--- config.mk ---
export PLATFORM = sky130hd
export DESIGN_NAME = running_standard_deviation
export DESIGN_NICKNAME = d
export VERILOG_FILES = /design/src/rsd_pkg.sv /design/src/running_standard_deviation.sv /design/src/rsd_ctrl.sv /design/src/rsd_dp.sv
export SDC_FILE = /design/constraint.sdc
export NUM_CORES = 2
export LEC_CHECK = 0
export ABC_AREA = 1
export BUFFER_PORTS_ARGS = -buffer_cell sky130_fd_sc_hd__clkbuf_2
export CAP_MARGIN = 20
export CELL_PAD_IN_SITES_DETAIL_PLACEMENT = 2
export CELL_PAD_IN_SITES_GLOBAL_PLACEMENT = 2
export CORE_UTILIZATION = 38
export DETAILED_ROUTE_END_ITERATION = 10
export GPL_TIMING_DRIVEN = 0
export PLACE_DENSITY = 0.82
export SLEW_MARGIN = 20
export SYNTH_ARGS = -nofsm -noshare
export SYNTH_HDL_FRONTEND = slang
export SYNTH_HIERARCHICAL = 1
export SYNTH_SLANG_ARGS = --single-unit
--- constraint.sdc ---
create_clock -name clk -period 6.7 [get_ports clk]
set_input_delay 1.005 -clock clk [delete_from_list [all_inputs] [get_ports clk]]
set_output_delay 1.005 -clock clk [all_outputs]
set_load 0.005 [all_outputs]
--- src/rsd_pkg.sv ---
// Shared types and constants for the running standard deviation block.
package rsd_pkg;

	localparam int SAMPLE_PORT_W = 24;
	localparam int STD_W         = 32;
	localparam int COUNT_OUT_W   = 13;
	localparam int M2_W          = 64;
	localparam int ITER_W        = 7;

	typedef enum logic [3:0] {
		ST_IDLE,
		ST_DIV,
		ST_UPD,
		ST_MUL,
		ST_ACC,
		ST_VLOAD,
		ST_VDIV,
		ST_SQLOAD,
		ST_SQRT,
		ST_OUT
	} rsd_state_t;

	typedef struct packed {
		logic accept;
		logic div_step;
		logic upd;
		logic mul_step;
		logic acc;
		logic vload;
		logic sq_load;
		logic sq_step;
		logic out_load;
	} rsd_cmd_t;

	typedef struct packed {
		logic full;
		logic last;
		logic out_free;
	} rsd_stat_t;

endpackage

--- src/running_standard_deviation.sv ---
// Running population standard deviation, Welford update with iterative units.
// Each sample is accepted, divided by the new count for the mean step, added to the mean,
// multiplied and accumulated; the one-bit-per-cycle divider and two-bit multiplier iterate.
// A last sample then adds a variance divide by the count and a square root.
// One sample at a time; the result waits in an output register.
// Asynchronous active-low reset clears count, mean, deviation sum and flags.
module running_standard_deviation #(
	parameter int SAMPLE_BITS   = 24,
	parameter int MAX_SAMPLES   = 4096,
	parameter int FRACTION_BITS = 8
) (
	input  logic                                clk,
	input  logic                                arst_n,
	input  logic                                in_valid,
	output logic                                in_ready,
	input  logic [rsd_pkg::SAMPLE_PORT_W-1:0]   sample,
	input  logic                                last,
	output logic                                out_valid,
	input  logic                                out_ready,
	output logic [rsd_pkg::STD_W-1:0]           std_dev,
	output logic [rsd_pkg::COUNT_OUT_W-1:0]     sample_count,
	output logic                                overflow
);
	import rsd_pkg::*;

	localparam int SUSE = (SAMPLE_BITS < SAMPLE_PORT_W) ? SAMPLE_BITS : SAMPLE_PORT_W;
	localparam int XW   = SUSE + FRACTION_BITS;
	localparam int CW   = $clog2(MAX_SAMPLES + 1);
	localparam int PW   = (2 * XW > M2_W) ? 2 * XW : M2_W + 1;
	localparam int MS   = (XW + 1) / 2;

	rsd_cmd_t  cmd;
	rsd_stat_t stat;

	rsd_ctrl #(
		.XW(XW),
		.MS(MS)
	) u_ctrl (
		.clk      (clk),
		.arst_n   (arst_n),
		.in_valid (in_valid),
		.in_last  (last),
		.in_ready (in_ready),
		.stat     (stat),
		.cmd      (cmd)
	);

	rsd_dp #(
		.SUSE        (SUSE),
		.FB          (FRACTION_BITS),
		.XW          (XW),
		.CW          (CW),
		.PW          (PW),
		.MAX_SAMPLES (MAX_SAMPLES)
	) u_dp (
		.clk          (clk),
		.arst_n       (arst_n),
		.cmd          (cmd),
		.stat         (stat),
		.sample       (sample),
		.last         (last),
		.out_ready    (out_ready),
		.out_valid    (out_valid),
		.std_dev      (std_dev),
		.sample_count (sample_count),
		.overflow     (overflow)
	);

`ifndef SYNTH
	a_one_cmd: assert property (@(posedge clk) disable iff (!arst_n)
		$onehot0(cmd))
		else $error("more than one datapath command at once");

	a_load_free: assert property (@(posedge clk) disable iff (!arst_n)
		cmd.out_load |-> stat.out_free)
		else $error("output register overwritten");

	a_busy_after: assert property (@(posedge clk) disable iff (!arst_n)
		(cmd.accept && !stat.full) |=> !in_ready)
		else $error("new transfer taken during update");

	a_out_shown: assert property (@(posedge clk) disable iff (!arst_n)
		cmd.out_load |=> out_valid)
		else $error("result not presented");
`endif

endmodule

--- src/rsd_ctrl.sv ---
// Controller state machine sequencing the update, divide, multiply and root steps.
module rsd_ctrl #(
	parameter int XW = 32,
	parameter int MS = 16
) (
	input  logic              clk,
	input  logic              arst_n,
	input  logic              in_valid,
	input  logic              in_last,
	output logic              in_ready,
	input  rsd_pkg::rsd_stat_t stat,
	output rsd_pkg::rsd_cmd_t  cmd
);
	import rsd_pkg::*;

	rsd_state_t        state_q, state_d;
	logic [ITER_W-1:0] iter_q, iter_d;

	always_ff @(posedge clk or negedge arst_n) begin
		if (!arst_n) begin
			state_q <= ST_IDLE;
			iter_q  <= '0;
		end else begin
			state_q <= state_d;
			iter_q  <= iter_d;
		end
	end

	always_comb begin
		state_d  = state_q;
		iter_d   = iter_q;
		cmd      = '0;
		in_ready = 1'b0;
		unique case (state_q)
			ST_IDLE: begin
				in_ready = 1'b1;
				if (in_valid) begin
					cmd.accept = 1'b1;
					if (stat.full) begin
						state_d = in_last ? ST_VLOAD : ST_IDLE;
					end else begin
						state_d = ST_DIV;
						iter_d  = ITER_W'(XW - 1);
					end
				end
			end
			ST_DIV: begin
				cmd.div_step = 1'b1;
				if (iter_q == '0) state_d = ST_UPD;
				else iter_d = iter_q - 1'b1;
			end
			ST_UPD: begin
				cmd.upd = 1'b1;
				state_d = ST_MUL;
				iter_d  = ITER_W'(MS - 1);
			end
			ST_MUL: begin
				cmd.mul_step = 1'b1;
				if (iter_q == '0) state_d = ST_ACC;
				else iter_d = iter_q - 1'b1;
			end
			ST_ACC: begin
				cmd.acc = 1'b1;
				state_d = stat.last ? ST_VLOAD : ST_IDLE;
			end
			ST_VLOAD: begin
				cmd.vload = 1'b1;
				state_d   = ST_VDIV;
				iter_d    = ITER_W'(M2_W - 1);
			end
			ST_VDIV: begin
				cmd.div_step = 1'b1;
				if (iter_q == '0) state_d = ST_SQLOAD;
				else iter_d = iter_q - 1'b1;
			end
			ST_SQLOAD: begin
				cmd.sq_load = 1'b1;
				state_d     = ST_SQRT;
				iter_d      = ITER_W'(STD_W - 1);
			end
			ST_SQRT: begin
				cmd.sq_step = 1'b1;
				if (iter_q == '0) state_d = ST_OUT;
				else iter_d = iter_q - 1'b1;
			end
			ST_OUT: begin
				if (stat.out_free) begin
					cmd.out_load = 1'b1;
					state_d      = ST_IDLE;
				end
			end
			default: state_d = ST_IDLE;
		endcase
	end

endmodule

--- src/rsd_dp.sv ---
// Datapath: running state, shared radix-2 divider, radix-4 multiplier, square root.
module rsd_dp #(
	parameter int SUSE        = 24,
	parameter int FB          = 8,
	parameter int XW          = 32,
	parameter int CW          = 13,
	parameter int PW          = 65,
	parameter int MAX_SAMPLES = 4096
) (
	input  logic                                  clk,
	input  logic                                  arst_n,
	input  rsd_pkg::rsd_cmd_t                     cmd,
	output rsd_pkg::rsd_stat_t                    stat,
	input  logic [rsd_pkg::SAMPLE_PORT_W-1:0]     sample,
	input  logic                                  last,
	input  logic                                  out_ready,
	output logic                                  out_valid,
	output logic [rsd_pkg::STD_W-1:0]             std_dev,
	output logic [rsd_pkg::COUNT_OUT_W-1:0]       sample_count,
	output logic                                  overflow
);
	import rsd_pkg::*;

	// running state
	logic [CW-1:0]   count_q;
	logic [XW-1:0]   mean_q;
	logic [M2_W-1:0] m2_q;
	logic            dropped_q;
	logic            last_q;
	logic            neg_q;
	logic [XW-1:0]   mag_q;

	// divider
	logic [M2_W-1:0] dq_q;
	logic [CW-1:0]   rem_q;
	logic [CW-1:0]   divisor_q;

	// multiplier
	logic [PW-1:0]   mcand_q;
	logic [XW-1:0]   mplier_q;
	logic [PW-1:0]   prod_q;

	// square root
	logic [M2_W-1:0]  sq_v_q;
	logic [STD_W+2:0] sq_rem_q;
	logic [STD_W-1:0] root_q;

	logic            out_valid_q;
	logic            full;
	logic [XW-1:0]   x;
	logic            x_neg;
	logic [XW-1:0]   x_mag;
	logic [CW:0]     r2;
	logic [CW:0]     r2_diff;
	logic            r2_ge;
	logic [XW-1:0]   quot;
	logic [PW-1:0]   pp0, pp1;
	logic [M2_W-1:0] prod_sat;
	logic [M2_W:0]   m2_sum;
	logic [STD_W+2:0] sq_r2, sq_trial;
	logic             sq_ge;

	assign full  = count_q == CW'(MAX_SAMPLES);
	assign x     = XW'(sample[SUSE-1:0]) << FB;
	assign x_neg = x < mean_q;
	assign x_mag = x_neg ? mean_q - x : x - mean_q;

	assign r2      = {rem_q, dq_q[M2_W-1]};
	assign r2_diff = r2 - {1'b0, divisor_q};
	assign r2_ge   = r2 >= {1'b0, divisor_q};
	assign quot    = dq_q[XW-1:0];

	assign pp0      = mplier_q[0] ? mcand_q : '0;
	assign pp1      = mplier_q[1] ? {mcand_q[PW-2:0], 1'b0} : '0;
	assign prod_sat = (|prod_q[PW-1:M2_W]) ? '1 : prod_q[M2_W-1:0];
	assign m2_sum   = {1'b0, m2_q} + {1'b0, prod_sat};

	assign sq_r2    = {sq_rem_q[STD_W:0], sq_v_q[M2_W-1 -: 2]};
	assign sq_trial = {1'b0, root_q, 2'b01};
	assign sq_ge    = sq_r2 >= sq_trial;

	assign stat.full     = full;
	assign stat.last     = last_q;
	assign stat.out_free = !out_valid_q || out_ready;
	assign out_valid     = out_valid_q;

	// running state and output flags
	always_ff @(posedge clk or negedge arst_n) begin
		if (!arst_n) begin
			count_q     <= '0;
			mean_q      <= '0;
			m2_q        <= '0;
			dropped_q   <= 1'b0;
			out_valid_q <= 1'b0;
		end else begin
			if (cmd.out_load) begin
				count_q     <= '0;
				mean_q      <= '0;
				m2_q        <= '0;
				dropped_q   <= 1'b0;
				out_valid_q <= 1'b1;
			end else begin
				if (out_ready) out_valid_q <= 1'b0;
				if (cmd.accept) begin
					if (full) dropped_q <= 1'b1;
					else count_q <= count_q + 1'b1;
				end
				if (cmd.upd) begin
					if (neg_q) mean_q <= mean_q - quot;
					else mean_q <= mean_q + quot;
				end
				if (cmd.acc) m2_q <= m2_sum[M2_W] ? '1 : m2_sum[M2_W-1:0];
			end
		end
	end

	// payload and arithmetic units
	always_ff @(posedge clk) begin
		if (cmd.accept) begin
			last_q    <= last;
			neg_q     <= x_neg;
			mag_q     <= x_mag;
			dq_q      <= M2_W'(x_mag) << (M2_W - XW);
			rem_q     <= '0;
			divisor_q <= count_q + 1'b1;
		end
		if (cmd.vload) begin
			dq_q      <= m2_q;
			rem_q     <= '0;
			divisor_q <= count_q;
		end
		if (cmd.div_step) begin
			rem_q <= r2_ge ? r2_diff[CW-1:0] : r2[CW-1:0];
			dq_q  <= {dq_q[M2_W-2:0], r2_ge};
		end
		if (cmd.upd) begin
			mcand_q  <= PW'(mag_q);
			mplier_q <= mag_q - quot;
			prod_q   <= '0;
		end
		if (cmd.mul_step) begin
			prod_q   <= prod_q + pp0 + pp1;
			mcand_q  <= mcand_q << 2;
			mplier_q <= mplier_q >> 2;
		end
		if (cmd.sq_load) begin
			sq_v_q   <= dq_q;
			sq_rem_q <= '0;
			root_q   <= '0;
		end
		if (cmd.sq_step) begin
			sq_v_q   <= sq_v_q << 2;
			sq_rem_q <= sq_ge ? sq_r2 - sq_trial : sq_r2;
			root_q   <= {root_q[STD_W-2:0], sq_ge};
		end
		if (cmd.out_load) begin
			std_dev      <= root_q;
			sample_count <= COUNT_OUT_W'(count_q);
			overflow     <= dropped_q;
		end
	end

endmodule
==> impl_results.md <==
- # DRC: 0
- H-tree lvl count: 3
- Die X: 359 microns
- Reg clk slew, reported paths: about 0.060 ns
- Hold Path Class: in -> async
- Global-route wire length before repair: ~330000 microns
- Initial Util: 0.384
- Slew Viols, Final: 0
- Worst skew pair latency: approximately 0.71 ns
- Pin slew with the least headroom to its limit: 1.14 ns
- Hpwl dp: ~180000 microns
- # fillers: about 15000
- DIE AREA: around 0.13 sq mm
- Mapped Cells: 6964
- Post-synthesis cell type count: 52
- CTS tree: done
- Antenna-violating nets left: 0
- Post-CTS setup buffers: 0
- Clock period minus worst slack: about 5.2 ns
- Min Hold Slack: roughly 0.31 ns
- DR WL/cell: ~25 microns
- Gr usage total: 0.342
- DR vias: slightly below 50000
- TNS Setup: 0 ns
- Area of the multi-input gates: 0.0263 sq mm
- Share of layout cells above drive strength 1: 0.0610
- CTS-repair resized insts: 0
- Critical Path Source Type: flop
- Iteration-0 DRC Markers: ~4000
- P&R area growth vs syn: 10.9%
- Largest area contributor in the netlist: edfxtp_1
- GPL Wtd Cong: approximately 0.94
- Sequential-to-total area share from yosys stat: 0.348
- Maxcap violations: 0
- Max Buffers Root-to-Sink: 3
- Status: complete, no violations
- Slew HR: 0.236
- Net Count, Synth: ~7400
- Syn. warnings: 6
- Synthesized cell area: around 0.048 sq mm
- Crit path kind: reg -> reg
- # port buffers: 76
- CP endpoint kind: flop
- Hold buffers post-CTS: 0
- Final setup vio count: 0
- Clock skew: between 0.03 and 0.04 ns
- Initial DRT Pass Iterations: 5
- Largest net degree at the start of global routing: 85
- Synth Register Bits: between 500 and 600
- Core Region: 0.126 sq mm
- Crit path max fanout: 10
- Synth top area share: 0.283
- Fmax: 192 MHz
- Die Height: approximately 360 microns
- Final Cycle Share: 0.779
- Top cells by area, synth: edfxtp_1 (28%), nand2_1 (18%), inv_1 (9.1%), ha_1 (7.5%), dfrtp_1 (6.3%)
- Via density: 5.58
- FFs w/ async S/R, synth: 0.209
- # IOs: 77
- Synth Area per Inst: ~6.9 sq um
- Hold Fails Final Rpt: 0
- Post-synth EDFFs: ~460
- Fin nets: approximately 7500
- Most used DFF post-synth: edfxtp_1
- Num rows: between 100 and 150
- Number of global-route vias before repair: 53000
- Clock root buffer: clkbuf_16
- Initial antenna violation count: 14
- GRT overflow: 0
- Critical Path RT: roughly 7 ns
- RSZ-0062 raised after global routing: false
- # clock sinks: about 580
- Sequential Area: between 0.015 and 0.02 sq mm
- Worst Path Arrival: approximately 5.7 ns
- Num CTS Buffers: roughly 80
- Post-Route WL: roughly 220000 microns
==> path summary, 6_finish.rpt <==
kind | cells after the start | from | end | slack [ns]
setup / recovery | 16 | u_dp/mplier_q[0]$_DFFE_PP_ | u_dp/prod_q[46]$_SDFFCE_PN0P_ | 1.48
hold / removal | 1 | arst_n | u_ctrl/iter_q[4]$_DFFE_PN0P_ | 0.31
setup reg to reg | 16 | u_dp/mplier_q[0]$_DFFE_PP_ | u_dp/prod_q[46]$_SDFFCE_PN0P_ | 1.48
hold reg to reg | 0 | u_dp/root_q[31]$_SDFFCE_PN0P_ | u_dp/std_dev[31]$_DFFE_PP_ | 0.46
max in group asynchronous | 2 | arst_n | u_dp/m2_q[22]$_DFFE_PN0P_ | 5.44
min in group clk | 0 | u_dp/root_q[31]$_SDFFCE_PN0P_ | u_dp/std_dev[31]$_DFFE_PP_ | 0.46
==> metal layers <==
metal,routed length [microns],GRT usage,vias up
li1,-,-,22500
met1,98200,0.459,25100
met2,102000,0.559,1374
met3,13100,0.0468,363
met4,8570,0.125,8
met5,55,0,-
==> final cells by class <==
class,count,area share
Antenna cell,5,0.000234
Buffer,155,0.0142
Clock buffer,102,0.0399
Clock inverter,42,0.00722
Inverter,1185,0.0832
Multi-Input combinational cell,5041,0.491
Sequential cell,583,0.314
Tap cell,1650,0.0385
Timing Repair Buffer,85,0.0113
==> critical path, cell delays in order (launching register included) <==
cell and delay (ns):
edfxtp_1 0.38, clkbuf_1 0.83, buf_1 0.50, nand2_1 0.12, inv_1 0.11, fa_1 0.43
ha_1 0.37, a21oi_1 0.56, nand2_1 0.40, nand3_1 0.17, nand2_1 0.15, nand2_1 0.11
nand2_1 0.21, nand2_1 0.14, nand2_1 0.19, nor2_1 0.17, nor2_1 0.08
==> registers in the layout (all words and copies together) (netlist names), 32 cells and up <==
signal         count
u_dp/std_dev      32
u_dp/mean_q       32
u_dp/m2_q         64
u_dp/sq_v_q       64
u_dp/root_q       32
u_dp/mplier_q     32
u_dp/prod_q       65
u_dp/mcand_q      65
u_dp/sq_rem_q     33
u_dp/dq_q         64
u_dp/mag_q        32
==> logic make-up (layout without fill, tap and decap cells) <==
kind of cell               count (synthesis)  after routing  share of synthesized area
and+or+nand+nor                         3636           3636                      0.312
xor gates and xnor gates                 135            135                     0.0245
DFF                                      583            583                      0.348
other                                      0              5                          0
adders and majority gates                359            359                      0.104
buffers and inverters                   1340           1569                      0.108
AOI/OAI and AO/OA                        911            911                      0.103
==> cell usage after synthesis (15+ instances only) <==
cell type  instances
a21o_1            20
a21oi_1          386
a22o_1            28
buf_1             18
buf_2             15
buf_6             16
clkbuf_1          93
dfrtp_1          122
edfxtp_1         455
fa_1              69
ha_1             290
inv_1           1167
inv_2             17
nand2_1         2298
nand2_2           23
nand3_1          381
nand3b_1          35
nand4_1           63
nor2_1           618
nor2_2            20
nor3_1            53
nor4_1            20
o21ai_0          296
o21ai_1           55
o21bai_1          21
o22ai_1           52
or2_2             86
xnor2_1           25
xor2_1           110
==> metrics by stage <==
stage                     setup slack (ns)  cells  area (sq um)  utilization
after global placement              -0.823   8690         50800        0.403
final                                 1.48   8848         53600        0.425
after floorplan                       1.79   6964         48300            -
after global routing                  1.28   8843         53500        0.425
after detailed placement              1.85   8699         51000        0.405
after CTS                             1.63   8843         53500        0.425
==> cells in the final DEF (no fill, tap or decap), types with 20 or more instances in the layout <==
cell type  instances
inv_1           1166
xor2_1           110
o21ai_0          296
nand3b_1          35
nand3_1          381
xnor2_1           25
a21o_1            20
nor2_2            22
nor3_1            53
nor2_1           614
clkbuf_16         81
a21oi_1          386
or2_2             85
o21bai_1          21
a22o_1            28
clkbuf_1         110
ha_1             290
edfxtp_1         455
o22ai_1           52
dfrtp_1          122
nand4_1           63
nor4_1            20
clkbuf_2          81
nand2_2           23
nand2_1         2297
o21ai_1           55
fa_1              69
Power is not shown: default switching activity piles up to over one toggle a cycle in this logic, so the estimate is an artifact.
